File: src/hdl/battery_level_monitor_defines.svh
// Assertion macros used by the battery level monitor controller.
`ifndef BATTERY_LEVEL_MONITOR_DEFINES_SVH
`define BATTERY_LEVEL_MONITOR_DEFINES_SVH

// Combinational check, sampled on every clock outside reset.
`define BLM_ASSERT(label, prop, msg) \
	label: assert property (@(posedge clk) disable iff (!arst_n) (prop)) else $error(msg);

// Check that holds in the cycle after the trigger.
`define BLM_ASSERT_NEXT(label, trig, cons, msg) \
	label: assert property (@(posedge clk) disable iff (!arst_n) (trig) |=> (cons)) \
		else $error(msg);

`endif

File: src/hdl/blm_pkg.sv
// Package: types and constants of the battery level monitor.
`timescale 1ns / 1ps
package blm_pkg;

	localparam int SAMPLE_W            = 10;
	localparam int SUM_W               = 16;
	localparam int CNT_W               = 6;
	localparam int SAMPLES_PER_READING = 8;
	localparam int CODE_W              = 10;
	localparam int MV_W                = 16;
	localparam int PCT_W               = 14;
	localparam int CFG_IDX_W           = 2;
	localparam int PROD1_W             = 26;
	localparam int DVD_W               = 30;
	localparam int DVS_W               = 16;
	localparam int DIV_CNT_W           = 5;
	localparam int DIV_STEPS           = 30;

	localparam logic [CODE_W-1:0] ADC_MAX_CODE = 10'd1023;
	localparam logic [PCT_W-1:0]  PERCENT_FULL = 14'd10000;

	localparam logic [MV_W-1:0] FULL_SCALE_RST = 16'd5000;
	localparam logic [MV_W-1:0] EMPTY_RST      = 16'd3000;
	localparam logic [MV_W-1:0] FULL_RST       = 16'd4200;
	localparam logic [MV_W-1:0] DISCONNECT_RST = 16'd1000;

	typedef enum logic [CFG_IDX_W-1:0] {
		CFG_FULL_SCALE = 2'd0,
		CFG_EMPTY      = 2'd1,
		CFG_FULL       = 2'd2,
		CFG_DISCONNECT = 2'd3
	} cfg_idx_t;

	typedef enum logic [3:0] {
		S_IDLE,
		S_MUL1,
		S_FOLD,
		S_MV,
		S_MUL2,
		S_DIV_GO,
		S_DIV_WAIT,
		S_FIN
	} state_t;

	typedef struct packed {
		logic acc;
		logic mul1;
		logic fold;
		logic div_start;
		logic mv_load;
		logic mul2;
		logic out_load;
	} cmd_t;

	typedef struct packed {
		logic last;
		logic span_zero;
		logic div_busy;
		logic div_done;
	} sts_t;

endpackage

File: src/hdl/blm_div.sv
// Restoring divider, one quotient bit per cycle.
`timescale 1ns / 1ps
module blm_div (
	input  logic                         clk,
	input  logic                         arst_n,
	input  logic                         start,
	input  logic [blm_pkg::DVD_W-1:0]    dividend,
	input  logic [blm_pkg::DVS_W-1:0]    divisor,
	output logic                         busy,
	output logic                         done,
	output logic [blm_pkg::DVD_W-1:0]    quotient
);

	logic                              busy_q;
	logic [blm_pkg::DIV_CNT_W-1:0]     cnt_q;
	logic [blm_pkg::DVD_W-1:0]         dvd_q;
	logic [blm_pkg::DVS_W-1:0]         dvs_q;
	logic [blm_pkg::DVS_W-1:0]         rem_q;
	logic [blm_pkg::DVS_W:0]           rem_sh;
	logic [blm_pkg::DVS_W:0]           rem_sub;
	logic                              ge;

	assign rem_sh  = {rem_q, dvd_q[blm_pkg::DVD_W-1]};
	assign ge      = rem_sh >= {1'b0, dvs_q};
	assign rem_sub = rem_sh - {1'b0, dvs_q};

	always_ff @(posedge clk or negedge arst_n) begin
		if (!arst_n) begin
			busy_q <= 1'b0;
			cnt_q  <= '0;
		end else if (start) begin
			busy_q <= 1'b1;
			cnt_q  <= blm_pkg::DIV_CNT_W'(blm_pkg::DIV_STEPS - 1);
		end else if (busy_q) begin
			cnt_q <= cnt_q - 1'b1;
			if (cnt_q == '0) begin
				busy_q <= 1'b0;
			end
		end
	end

	always_ff @(posedge clk) begin
		if (start) begin
			dvd_q <= dividend;
			dvs_q <= divisor;
			rem_q <= '0;
		end else if (busy_q) begin
			dvd_q <= {dvd_q[blm_pkg::DVD_W-2:0], ge};
			rem_q <= ge ? rem_sub[blm_pkg::DVS_W-1:0] : rem_sh[blm_pkg::DVS_W-1:0];
		end
	end

	assign busy     = busy_q;
	assign done     = busy_q && (cnt_q == '0);
	assign quotient = dvd_q;

endmodule

File: src/hdl/blm_dp.sv
// Datapath: config registers, sample accumulator, scaling and percent math.
`timescale 1ns / 1ps
module blm_dp (
	input  logic                            clk,
	input  logic                            arst_n,
	input  logic                            cfg_we,
	input  logic [blm_pkg::CFG_IDX_W-1:0]   cfg_index,
	input  logic [blm_pkg::MV_W-1:0]        cfg_data,
	input  logic [blm_pkg::SAMPLE_W-1:0]    adc_sample,
	input  blm_pkg::cmd_t                   cmd,
	output blm_pkg::sts_t                   sts,
	output logic [blm_pkg::MV_W-1:0]        voltage_mv,
	output logic [blm_pkg::PCT_W-1:0]       percent_centi,
	output logic                            connected,
	output logic                            calibration_bad
);

	logic [blm_pkg::MV_W-1:0]     full_scale_q, empty_q, full_q, disc_q;
	logic [blm_pkg::SUM_W-1:0]    sum_q;
	logic [blm_pkg::CNT_W-1:0]    count_q;
	logic [blm_pkg::CODE_W-1:0]   code_q;
	logic [blm_pkg::PROD1_W-1:0]  prod1_q;
	logic [blm_pkg::MV_W-1:0]     fold_a_q;
	logic [blm_pkg::MV_W:0]       fold_y_q;
	logic [blm_pkg::MV_W-1:0]     mv_q;
	logic [blm_pkg::DVD_W-1:0]    prod2_q;
	logic                         neg_q;

	logic [blm_pkg::SUM_W:0]      sum_ext;
	logic [blm_pkg::SUM_W-1:0]    sum_sat;
	logic [blm_pkg::SUM_W-1:0]    avg;
	logic [blm_pkg::CODE_W-1:0]   code_clamp;
	logic [blm_pkg::CODE_W:0]     fold_z;
	logic                         fold_c;
	logic [blm_pkg::MV_W-1:0]     mv_fold;
	logic [blm_pkg::MV_W:0]       diff, span, diff_mag, span_mag;
	logic                         span_zero;
	logic                         last;
	logic [blm_pkg::DVD_W-1:0]    quo;
	logic                         div_busy, div_done;
	logic [blm_pkg::PCT_W-1:0]    pct;

	// config registers
	always_ff @(posedge clk or negedge arst_n) begin
		if (!arst_n) begin
			full_scale_q <= blm_pkg::FULL_SCALE_RST;
			empty_q      <= blm_pkg::EMPTY_RST;
			full_q       <= blm_pkg::FULL_RST;
			disc_q       <= blm_pkg::DISCONNECT_RST;
		end else if (cfg_we) begin
			unique case (blm_pkg::cfg_idx_t'(cfg_index))
				blm_pkg::CFG_FULL_SCALE: full_scale_q <= cfg_data;
				blm_pkg::CFG_EMPTY:      empty_q      <= cfg_data;
				blm_pkg::CFG_FULL:       full_q       <= cfg_data;
				blm_pkg::CFG_DISCONNECT: disc_q       <= cfg_data;
				default: ;
			endcase
		end
	end

	// accumulator, saturating
	assign sum_ext    = {1'b0, sum_q} + (blm_pkg::SUM_W+1)'(adc_sample);
	assign sum_sat    = sum_ext[blm_pkg::SUM_W] ? '1 : sum_ext[blm_pkg::SUM_W-1:0];
	assign avg        = sum_sat / blm_pkg::SUM_W'(blm_pkg::SAMPLES_PER_READING);
	assign code_clamp = (avg > blm_pkg::SUM_W'(blm_pkg::ADC_MAX_CODE)) ?
		blm_pkg::ADC_MAX_CODE : avg[blm_pkg::CODE_W-1:0];
	assign last       = count_q == blm_pkg::CNT_W'(blm_pkg::SAMPLES_PER_READING - 1);

	always_ff @(posedge clk or negedge arst_n) begin
		if (!arst_n) begin
			sum_q   <= '0;
			count_q <= '0;
		end else if (cmd.acc) begin
			if (last) begin
				sum_q   <= '0;
				count_q <= '0;
			end else begin
				sum_q   <= sum_sat;
				count_q <= count_q + 1'b1;
			end
		end
	end

	// divide by 1023: x = 1023*hi + (hi + lo), folded twice
	assign fold_z  = (blm_pkg::CODE_W+1)'(fold_y_q[blm_pkg::MV_W:blm_pkg::CODE_W]) +
		{1'b0, fold_y_q[blm_pkg::CODE_W-1:0]};
	assign fold_c  = fold_z >= (blm_pkg::CODE_W+1)'(blm_pkg::ADC_MAX_CODE);
	assign mv_fold = fold_a_q + blm_pkg::MV_W'(fold_y_q[blm_pkg::MV_W:blm_pkg::CODE_W]) +
		blm_pkg::MV_W'(fold_c);

	// percent operands
	assign diff      = {1'b0, mv_q} - {1'b0, empty_q};
	assign span      = {1'b0, full_q} - {1'b0, empty_q};
	assign diff_mag  = diff[blm_pkg::MV_W] ? ('0 - diff) : diff;
	assign span_mag  = span[blm_pkg::MV_W] ? ('0 - span) : span;
	assign span_zero = full_q == empty_q;

	blm_div u_div (
		.clk      (clk),
		.arst_n   (arst_n),
		.start    (cmd.div_start),
		.dividend (prod2_q),
		.divisor  (span_mag[blm_pkg::DVS_W-1:0]),
		.busy     (div_busy),
		.done     (div_done),
		.quotient (quo)
	);

	always_ff @(posedge clk) begin
		if (cmd.acc && last) begin
			code_q <= code_clamp;
		end
		if (cmd.mul1) begin
			prod1_q <= blm_pkg::PROD1_W'(code_q) * blm_pkg::PROD1_W'(full_scale_q);
		end
		if (cmd.fold) begin
			fold_a_q <= prod1_q[blm_pkg::PROD1_W-1:blm_pkg::CODE_W];
			fold_y_q <= {1'b0, prod1_q[blm_pkg::PROD1_W-1:blm_pkg::CODE_W]} +
				(blm_pkg::MV_W+1)'(prod1_q[blm_pkg::CODE_W-1:0]);
		end
		if (cmd.mv_load) begin
			mv_q <= mv_fold;
		end
		if (cmd.mul2) begin
			prod2_q <= blm_pkg::DVD_W'(diff_mag[blm_pkg::MV_W-1:0]) *
				blm_pkg::DVD_W'(blm_pkg::PERCENT_FULL);
			neg_q   <= diff[blm_pkg::MV_W] ^ span[blm_pkg::MV_W];
		end
	end

	// negative quotient or zero span gives zero; quotient above full clamps to full
	always_comb begin
		if (span_zero || neg_q) begin
			pct = '0;
		end else if (quo > blm_pkg::DVD_W'(blm_pkg::PERCENT_FULL)) begin
			pct = blm_pkg::PERCENT_FULL;
		end else begin
			pct = quo[blm_pkg::PCT_W-1:0];
		end
	end

	always_ff @(posedge clk) begin
		if (cmd.out_load) begin
			voltage_mv      <= mv_q;
			percent_centi   <= pct;
			connected       <= mv_q >= disc_q;
			calibration_bad <= span_zero;
		end
	end

	assign sts.last      = last;
	assign sts.span_zero = span_zero;
	assign sts.div_busy  = div_busy;
	assign sts.div_done  = div_done;

endmodule

File: src/hdl/blm_ctrl.sv
// Controller: sequences accumulation, scaling, division and result handoff.
`timescale 1ns / 1ps
`include "battery_level_monitor_defines.svh"
module blm_ctrl (
	input  logic           clk,
	input  logic           arst_n,
	input  logic           in_valid,
	output logic           in_ready,
	output logic           out_valid,
	input  logic           out_ready,
	input  blm_pkg::sts_t  sts,
	output blm_pkg::cmd_t  cmd
);

	blm_pkg::state_t state_q, state_d;
	logic            out_valid_q;
	logic            out_free;

	assign out_free = !out_valid_q || out_ready;

	always_ff @(posedge clk or negedge arst_n) begin
		if (!arst_n) begin
			state_q <= blm_pkg::S_IDLE;
		end else begin
			state_q <= state_d;
		end
	end

	always_comb begin
		state_d = state_q;
		unique case (state_q)
			blm_pkg::S_IDLE: begin
				if (in_valid && sts.last) state_d = blm_pkg::S_MUL1;
			end
			blm_pkg::S_MUL1:      state_d = blm_pkg::S_FOLD;
			blm_pkg::S_FOLD:      state_d = blm_pkg::S_MV;
			blm_pkg::S_MV:        state_d = blm_pkg::S_MUL2;
			blm_pkg::S_MUL2: begin
				state_d = sts.span_zero ? blm_pkg::S_FIN : blm_pkg::S_DIV_GO;
			end
			blm_pkg::S_DIV_GO:    state_d = blm_pkg::S_DIV_WAIT;
			blm_pkg::S_DIV_WAIT: begin
				if (sts.div_done) state_d = blm_pkg::S_FIN;
			end
			blm_pkg::S_FIN: begin
				if (out_free) state_d = blm_pkg::S_IDLE;
			end
			default:              state_d = blm_pkg::S_IDLE;
		endcase
	end

	always_comb begin
		cmd      = '0;
		in_ready = 1'b0;
		unique case (state_q)
			blm_pkg::S_IDLE: begin
				in_ready = 1'b1;
				cmd.acc  = in_valid;
			end
			blm_pkg::S_MUL1:   cmd.mul1 = 1'b1;
			blm_pkg::S_FOLD:   cmd.fold = 1'b1;
			blm_pkg::S_MV:     cmd.mv_load = 1'b1;
			blm_pkg::S_MUL2:   cmd.mul2 = 1'b1;
			blm_pkg::S_DIV_GO: cmd.div_start = 1'b1;
			blm_pkg::S_FIN:    cmd.out_load = out_free;
			default: ;
		endcase
	end

	always_ff @(posedge clk or negedge arst_n) begin
		if (!arst_n) begin
			out_valid_q <= 1'b0;
		end else if (cmd.out_load) begin
			out_valid_q <= 1'b1;
		end else if (out_ready) begin
			out_valid_q <= 1'b0;
		end
	end

	assign out_valid = out_valid_q;

	`BLM_ASSERT(a_div_start_idle, !cmd.div_start || !sts.div_busy, "divider restarted while busy")
	`BLM_ASSERT_NEXT(a_last_starts, in_valid && in_ready && sts.last, state_q == blm_pkg::S_MUL1, "last item did not start a reading")
	`BLM_ASSERT(a_load_free, !cmd.out_load || !out_valid_q || out_ready, "result overwritten before taken")

endmodule

File: src/hdl/battery_level_monitor.sv
// Top level: battery level monitor, averaging and state-of-charge reporting.
// Items are accepted one per cycle while accumulating; a block is 8 items.
// After the last item of a block the controller runs multiply, fold, millivolt load,
// second multiply and the 30-step percent division (skipped when full and empty levels
// are equal), then loads the result; no item is accepted until that load is done.
// Asynchronous active-low reset restores default levels and clears the sum.
`timescale 1ns / 1ps
module battery_level_monitor (
	input  logic                            clk,
	input  logic                            arst_n,
	input  logic                            cfg_we,
	input  logic [blm_pkg::CFG_IDX_W-1:0]   cfg_index,
	input  logic [blm_pkg::MV_W-1:0]        cfg_data,
	input  logic                            in_valid,
	output logic                            in_ready,
	input  logic [blm_pkg::SAMPLE_W-1:0]    adc_sample,
	output logic                            out_valid,
	input  logic                            out_ready,
	output logic [blm_pkg::MV_W-1:0]        voltage_mv,
	output logic [blm_pkg::PCT_W-1:0]       percent_centi,
	output logic                            connected,
	output logic                            calibration_bad
);

	blm_pkg::cmd_t cmd;
	blm_pkg::sts_t sts;

	blm_ctrl u_ctrl (
		.clk       (clk),
		.arst_n    (arst_n),
		.in_valid  (in_valid),
		.in_ready  (in_ready),
		.out_valid (out_valid),
		.out_ready (out_ready),
		.sts       (sts),
		.cmd       (cmd)
	);

	blm_dp u_dp (
		.clk             (clk),
		.arst_n          (arst_n),
		.cfg_we          (cfg_we),
		.cfg_index       (cfg_index),
		.cfg_data        (cfg_data),
		.adc_sample      (adc_sample),
		.cmd             (cmd),
		.sts             (sts),
		.voltage_mv      (voltage_mv),
		.percent_centi   (percent_centi),
		.connected       (connected),
		.calibration_bad (calibration_bad)
	);

endmodule

File: config.mk
export PLATFORM = sky130hd
export DESIGN_NAME = battery_level_monitor
export DESIGN_NICKNAME = d
export VERILOG_FILES = /design/src/hdl/blm_pkg.sv /design/src/hdl/blm_div.sv /design/src/hdl/blm_dp.sv /design/src/hdl/blm_ctrl.sv /design/src/hdl/battery_level_monitor.sv
export VERILOG_INCLUDE_DIRS = /design/src /design/src/hdl
export SDC_FILE = /design/constraint.sdc
export NUM_CORES = 1
export LEC_CHECK = 0
export ABC_AREA = 1
export CORE_MARGIN = 2
export CORE_UTILIZATION = 50
export DETAILED_ROUTE_END_ITERATION = 16
export DONT_BUFFER_PORTS = 1
export PLACE_DENSITY = 0.75
export SLEW_MARGIN = 5
export SYNTH_ARGS = -nofsm -noshare
export SYNTH_HDL_FRONTEND = slang
export SYNTH_SLANG_ARGS = --single-unit
export TNS_END_PERCENT = 20
File: constraint.sdc
create_clock -name clk -period 14.63 [get_ports clk]
set_clock_uncertainty 0.15 [all_clocks]
set_input_delay 1.463 -clock clk [delete_from_list [all_inputs] [get_ports clk]]
set_output_delay 1.463 -clock clk [all_outputs]
set_load 0.02 [all_outputs]
Word-level counts from Yosys, hierarchy flattened
Index checks and enable logic that the tools add are counted.
{ "op_classes": {"bitwise": 1, "mux": 29, "n_reduce_logical": 17, "n_mul": 2, "add_sub_neg": 12, "order_cmp": 5, "n_eq_ne": 15} }
{ "op_table": {"columns": ["op", "n"], "rows": [
  ["16-bit two-way mux", 5],
  ["30-bit two-way mux", 2],
  ["16-bit by 10-bit adder with 17-bit output", 2],
  ["16-bit by 16-bit subtractor with 17-bit output", 2],
  ["4-bit one-hot mux with 8 select lines", 1],
  ["1-bit by 16-bit subtractor with 16-bit output (first input constant)", 2],
  ["30-bit by 14-bit > comparator with 1-bit output (second input constant)", 1],
  ["10-bit by 16-bit multiplier with 26-bit output", 1],
  ["16-bit by 10-bit multiplier with 26-bit output (second input constant)", 1],
  ["17-bit by 16-bit greater-or-equal comparator with 1-bit output", 1],
  ["16-bit by 1-bit adder with 16-bit output", 1],
  ["16-bit by 7-bit adder with 16-bit output", 1],
  ["16-bit == test", 1],
  ["4-bit by 3-bit == test with 1-bit output (second input constant)", 4],
  ["16-bit greater-or-equal comparator", 1],
  ["16-bit subtractor", 1],
  ["14-bit two-way mux", 1],
  ["13-bit by 10-bit > comparator with 1-bit output (second input constant)", 1],
  ["1-bit two-way mux", 13],
  ["4-bit two-way mux", 3],
  ["7-bit by 10-bit adder with 11-bit output", 1],
  ["11-bit by 10-bit greater-or-equal comparator with 1-bit output (second input constant)", 1],
  ["5-bit two-way mux", 2],
  ["4-bit by 2-bit == test with 1-bit output (second input constant)", 2],
  ["other kinds (20)", 30]
]} }
{ "totals": {"elab_cells": 107, "out_inout_bits": 34, "reg_bits": 303} }

Logic depth before layout (Yosys ltp)
{ "logic_depth": {"word_depth": 4, "mapped_depth": 34} }

Hierarchy
A second synthesis with hierarchy kept.
{ "unflattened": {"cells_unflattened": 2937, "area_unflattened_um2": 24773.8} }
{ "modules_own_cells": {"columns": ["module", "area_per_inst_um2", "instances", "cells_per_inst"], "rows": [
  ["blm_dp", 20424.6, 1, 2389],
  ["blm_div", 3995.1, 1, 500],
  ["blm_ctrl", 354.1, 1, 48]
]} }

Worst setup path before layout
No wires, ideal clock.
{ "synth_path": {"path_kind": "flip-flop to flip-flop", "start": "register u_dp.mv_q[0] (netlist bit)", "end": "register u_dp.prod2_q[27] (netlist bit) (data pin)", "n_path_buf": 0, "setup_ns": 0.259, "period_less_slack_ns": 6.384, "setup_slack_ns": 8.246, "stages_incl_launch_ff": 31, "t_arrival_ns": 5.975, "t_required_ns": 14.221, "path_cell_list": "edfxtp_1 -> inv_1 -> ha_1 -> fa_1 -> ha_1 -> inv_1 -> nor2_4 -> nand3_2 -> nor2_4 -> nand3_2 -> o21ai_0 -> xor2_1 -> inv_1 -> fa_1 -> inv_1 -> ha_1 -> fa_1 -> ha_1 -> inv_1 -> fa_1 -> inv_1 -> ha_1 -> a21oi_1 -> inv_1 -> a31oi_1 -> nand2_1 -> a21oi_1 -> o21bai_1 -> nand3_1 -> nand2_1 -> xor2_1"} }
{ "synth_between": {"elab_chain_len": 4} }
{ "synth_lines": {"columns": ["item", "line", "rtl"], "rows": [
  ["start: declaration", "blm_dp.sv:25", "logic [blm_pkg::MV_W-1:0] mv_q;"],
  ["start signal: assignment", "blm_dp.sv:122", "mv_q <= mv_fold;"],
  ["16-bit by 16-bit subtractor with 17-bit output (*)", "blm_dp.sv:92", "assign diff = {1'b0, mv_q} - {1'b0, empty_q};"],
  ["1-bit by 16-bit subtractor with 16-bit output", "blm_dp.sv:94", "assign diff_mag = diff[blm_pkg::MV_W] ? ('0 - diff) : diff;"],
  ["16-bit two-way mux (*)", "blm_dp.sv:94", null],
  ["16-bit by 10-bit multiplier with 26-bit output (*)", "blm_dp.sv:125", "prod2_q <= blm_pkg::DVD_W'(diff_mag[blm_pkg::MV_W-1:0]) *"],
  ["end signal: assignment", "blm_dp.sv:125", null],
  ["end: declaration", "blm_dp.sv:26", "logic [blm_pkg::DVD_W-1:0] prod2_q;"]
]} }
Mark *: on every way between the ends. The rest lies on a longest branch, timed or not.
A chain may end at the register's enable or synchronous reset.

Final worst setup path
{ "layout_path": {"start": "register u_dp.empty_q[5] (netlist bit)", "end": "register u_dp.prod2_q[27] (netlist bit) (data pin)"} }
{ "layout_between": {"elab_chain_len": 4} }
{ "layout_lines": {"columns": ["item", "line", "rtl"], "rows": [
  ["start: declaration", "blm_dp.sv:18", "logic [blm_pkg::MV_W-1:0] full_scale_q, empty_q, full_q, disc_q;"],
  ["start signal: assignment", "blm_dp.sv:47", "empty_q <= blm_pkg::EMPTY_RST;"],
  ["start signal: assignment", "blm_dp.sv:53", "blm_pkg::CFG_EMPTY: empty_q <= cfg_data;"],
  ["16-bit by 16-bit subtractor with 17-bit output (*)", "blm_dp.sv:92", null],
  ["1-bit by 16-bit subtractor with 16-bit output", "blm_dp.sv:94", null],
  ["16-bit two-way mux (*)", "blm_dp.sv:94", null],
  ["16-bit by 10-bit multiplier with 26-bit output (*)", "blm_dp.sv:125", null]
]} }
Marked as above.

==> impl_metrics.tcl <==
set metrics [dict create \
    status "completed" \
    die_x_um 223 \
    drive_above_1_share_pct 5.59 \
    fin_util_pct 54.1 \
    fin_crit_sh_pct 50.9 \
    finalMaxSlewViolations 0 \
    cts_repair_resize_count 0 \
    die_area_mm2 0.0499 \
    route.met3.wl_um 2410 \
    wl_met1_um 22400 \
    ios 67 \
    met2_length_um 28000 \
    cpMaxStageDelayCell "a21oi_2" \
    place_congestion 0.929 \
    cts_setup_buffers 0 \
    root_buffer "clkbuf_16" \
    totalWireLength_um 54900 \
    cts_max_path_buffers 3 \
    synthToLayoutAreaGrowth_pct 7.13 \
    required_ns 14.77 \
    syn-cell-area_mm2 0.0241 \
    crit_path_max_fanout 20 \
    vias 18100 \
    cts-buffers-inserted 34 \
    synthTopCellsByArea "edfxtp_1 24%, fa_1 13%, ha_1 12%" \
    grt_max_degree 97 \
    crit_family "adder cells" \
    cts_hold_buffers 0 \
    worstSetupStartpointType "flip-flop" \
    nNetsFinal 3149 \
    first_iter_violations 1103 \
    cpPeakStageDelay_ns 0.70 \
    worst-path-buf-inv 6 \
    grt_pass1_wl_um 92100 \
    mostFrequentLayoutCells "650 x nand2_1, 494 x inv_1, 235 x ha_1, 190 x edfxtp_1, 158 x o21ai_0" \
    tightest_slew_ns 1.20 \
    yosysWarnings 0 \
    initial_core_util_pct 50.5 \
    synth_largest_area_cell "edfxtp_1" \
    worstSetupEndpointType "flip-flop" \
    postSynthCellCount 2750 \
    drcViolationCount 0 \
    synth.distinct_cells 59 \
    setup_viol 0 \
    wl_per_cell_um 16.3 \
    postRouteAntennaNets 0 \
    worstSetupPathType "reg2reg" \
    port_buffers 0 \
    cts.sinks 302 \
    cts.htree.levels 2 \
    dp_hpwl_um 44100 \
    cp_common_cell "inv_1" \
    slew_headroom_pct 19.9 \
    seq_area_frac_synth_pct 35.1 \
    die_h_um 223 \
    clk_pin_slew_ns 0.07 \
    place_ws_ns 7.19 \
    core.rowCount 80 \
    synth.top_cell.area_share_pct 23.7 \
    core_mm2 0.0476 \
    grt_setup_unrepaired "no" \
    synth-seq-cells 302 \
    antenna_found_initial 0 \
    vias_per_cell 5.37 \
    finalWorstPathRequiredPeriod_ns 7.45 \
    cap_violations 0 \
    first_global_vias 18500 \
    min_path_type "reg2reg" \
    final_common_cell "nand2_1" \
    setup_ws_ns 7.18 \
    syn_nets 3169 \
    clock_latency_ns 0.54 \
    syn_avg_cell_area_um2 8.75 \
    setup_tns_ns 0 \
    crit_arrival_ns 7.59 \
    hold_viol 0 \
    fmax_mhz 134 \
    dr.max_layer_used "met4" \
    drt_first_pass_iters 5 \
    groute.usage.overall_pct 22.9 \
    overflow 0 \
    cts_tree "yes" \
]
==> flip-flops by register name, summed over array words and instances (netlist names), 3 cells and up <==
name and count:
u_ctrl.state_q 3, u_dp.code_q 10, u_dp.count_q 6, u_dp.disc_q 16, u_dp.empty_q 16, u_dp.fold_a_q 16, u_dp.fold_y_q 17, u_dp.full_q 16
u_dp.full_scale_q 16, u_dp.mv_q 16, u_dp.percent_centi 14, u_dp.prod1_q 26, u_dp.prod2_q 26, u_dp.sum_q 16, u_dp.u_div.cnt_q 5, u_dp.u_div.dvs_q 16
u_dp.u_div.quotient 30, u_dp.u_div.rem_q 16, u_dp.voltage_mv 16
==> path summary, 6_finish.rpt <==
path	from	to	slack [ns]	cells past startpoint
max in group asynchronous	arst_n	u_dp.full_q[3]$_DFFE_PN1P_	13.59	0
min in group asynchronous	arst_n	u_dp.sum_q[4]$_DFFE_PN0P_	0.47	0
setup reg to reg	u_dp.empty_q[5]$_DFFE_PN1P_	u_dp.prod2_q[27]$_DFFE_PN_	7.18	28
hold reg to reg	u_dp.mv_q[0]$_DFFE_PN_	u_dp.voltage_mv[0]$_DFFE_PP_	0.29	0
setup / recovery	u_dp.empty_q[5]$_DFFE_PN1P_	u_dp.prod2_q[27]$_DFFE_PN_	7.18	28
hold / removal	u_dp.mv_q[0]$_DFFE_PN_	u_dp.voltage_mv[0]$_DFFE_PP_	0.29	0
==> cell families after synthesis <==
| family | Yosys count | synth area share [%] |
|---|---|---|
| xor+xnor | 129 | 4.88 |
| simple gates | 999 | 17.6 |
| fa+ha+maj | 386 | 24.8 |
| flops | 302 | 35.1 |
| compound gates | 366 | 8.66 |
| buf+inv | 568 | 8.99 |
==> cells in the mapped netlist, drive strengths merged <==
| cell | instances |
|---|---|
| o211ai | 4 |
| o21bai | 12 |
| nand4 | 23 |
| nor3 | 22 |
| nor3b | 3 |
| a22o | 2 |
| inv | 505 |
| o41ai | 1 |
| dfxtp | 16 |
| a21boi | 3 |
| clkbuf | 56 |
| nand3b | 10 |
| nor4 | 5 |
| ha | 235 |
| a31oi | 9 |
| o21a | 6 |
| o21ai | 166 |
| a21oi | 123 |
| xnor2 | 39 |
| nor2 | 142 |
| dfrtp | 74 |
| nand3 | 117 |
| o31ai | 2 |
| or2 | 5 |
| o2111ai | 1 |
| fa | 151 |
| nand2 | 671 |
| dfstp | 22 |
| xor2 | 89 |
| edfxtp | 190 |
| xnor3 | 1 |
| o311ai | 1 |
| a211oi | 3 |
| o221ai | 2 |
| a221oi | 3 |
| buf | 7 |
| a21o | 18 |
| and3 | 1 |
| o22ai | 10 |
==> stage by stage <==
stage	cells	hold WS, ns	area, um^2
floorplan	2750	0.276	24100
global placement	3309	0.284	24600
global route	3371	0.313	25800
finish	3372	0.292	25800
detailed placement	3309	0.298	24600
CTS	3371	0.293	25800
==> final cells by class <==
| type | instances | area [um^2] |
|---|---|---|
| well taps | 615 | 769 |
| clock buffers | 49 | 1000 |
| repair buffers | 7 | 52.6 |
| fillers | 4178 | 21900 |
| diodes | 1 | 2.50 |
| inverters | 505 | 1900 |
| flip-flops and latches | 302 | 8460 |
| clock inverters | 13 | 139 |
| multi-input cells | 1880 | 13500 |
==> metal layers <==
layer,global-route usage [%],vias to the layer above
met5,0,-
met4,9.29,0
met3,2.52,113
met2,41.7,494
met1,27.7,8702
li1,-,8803
Power is left out: the tool's default activity adds up to more than one toggle a clock period on the data nets, which glitch-free logic cannot reach.
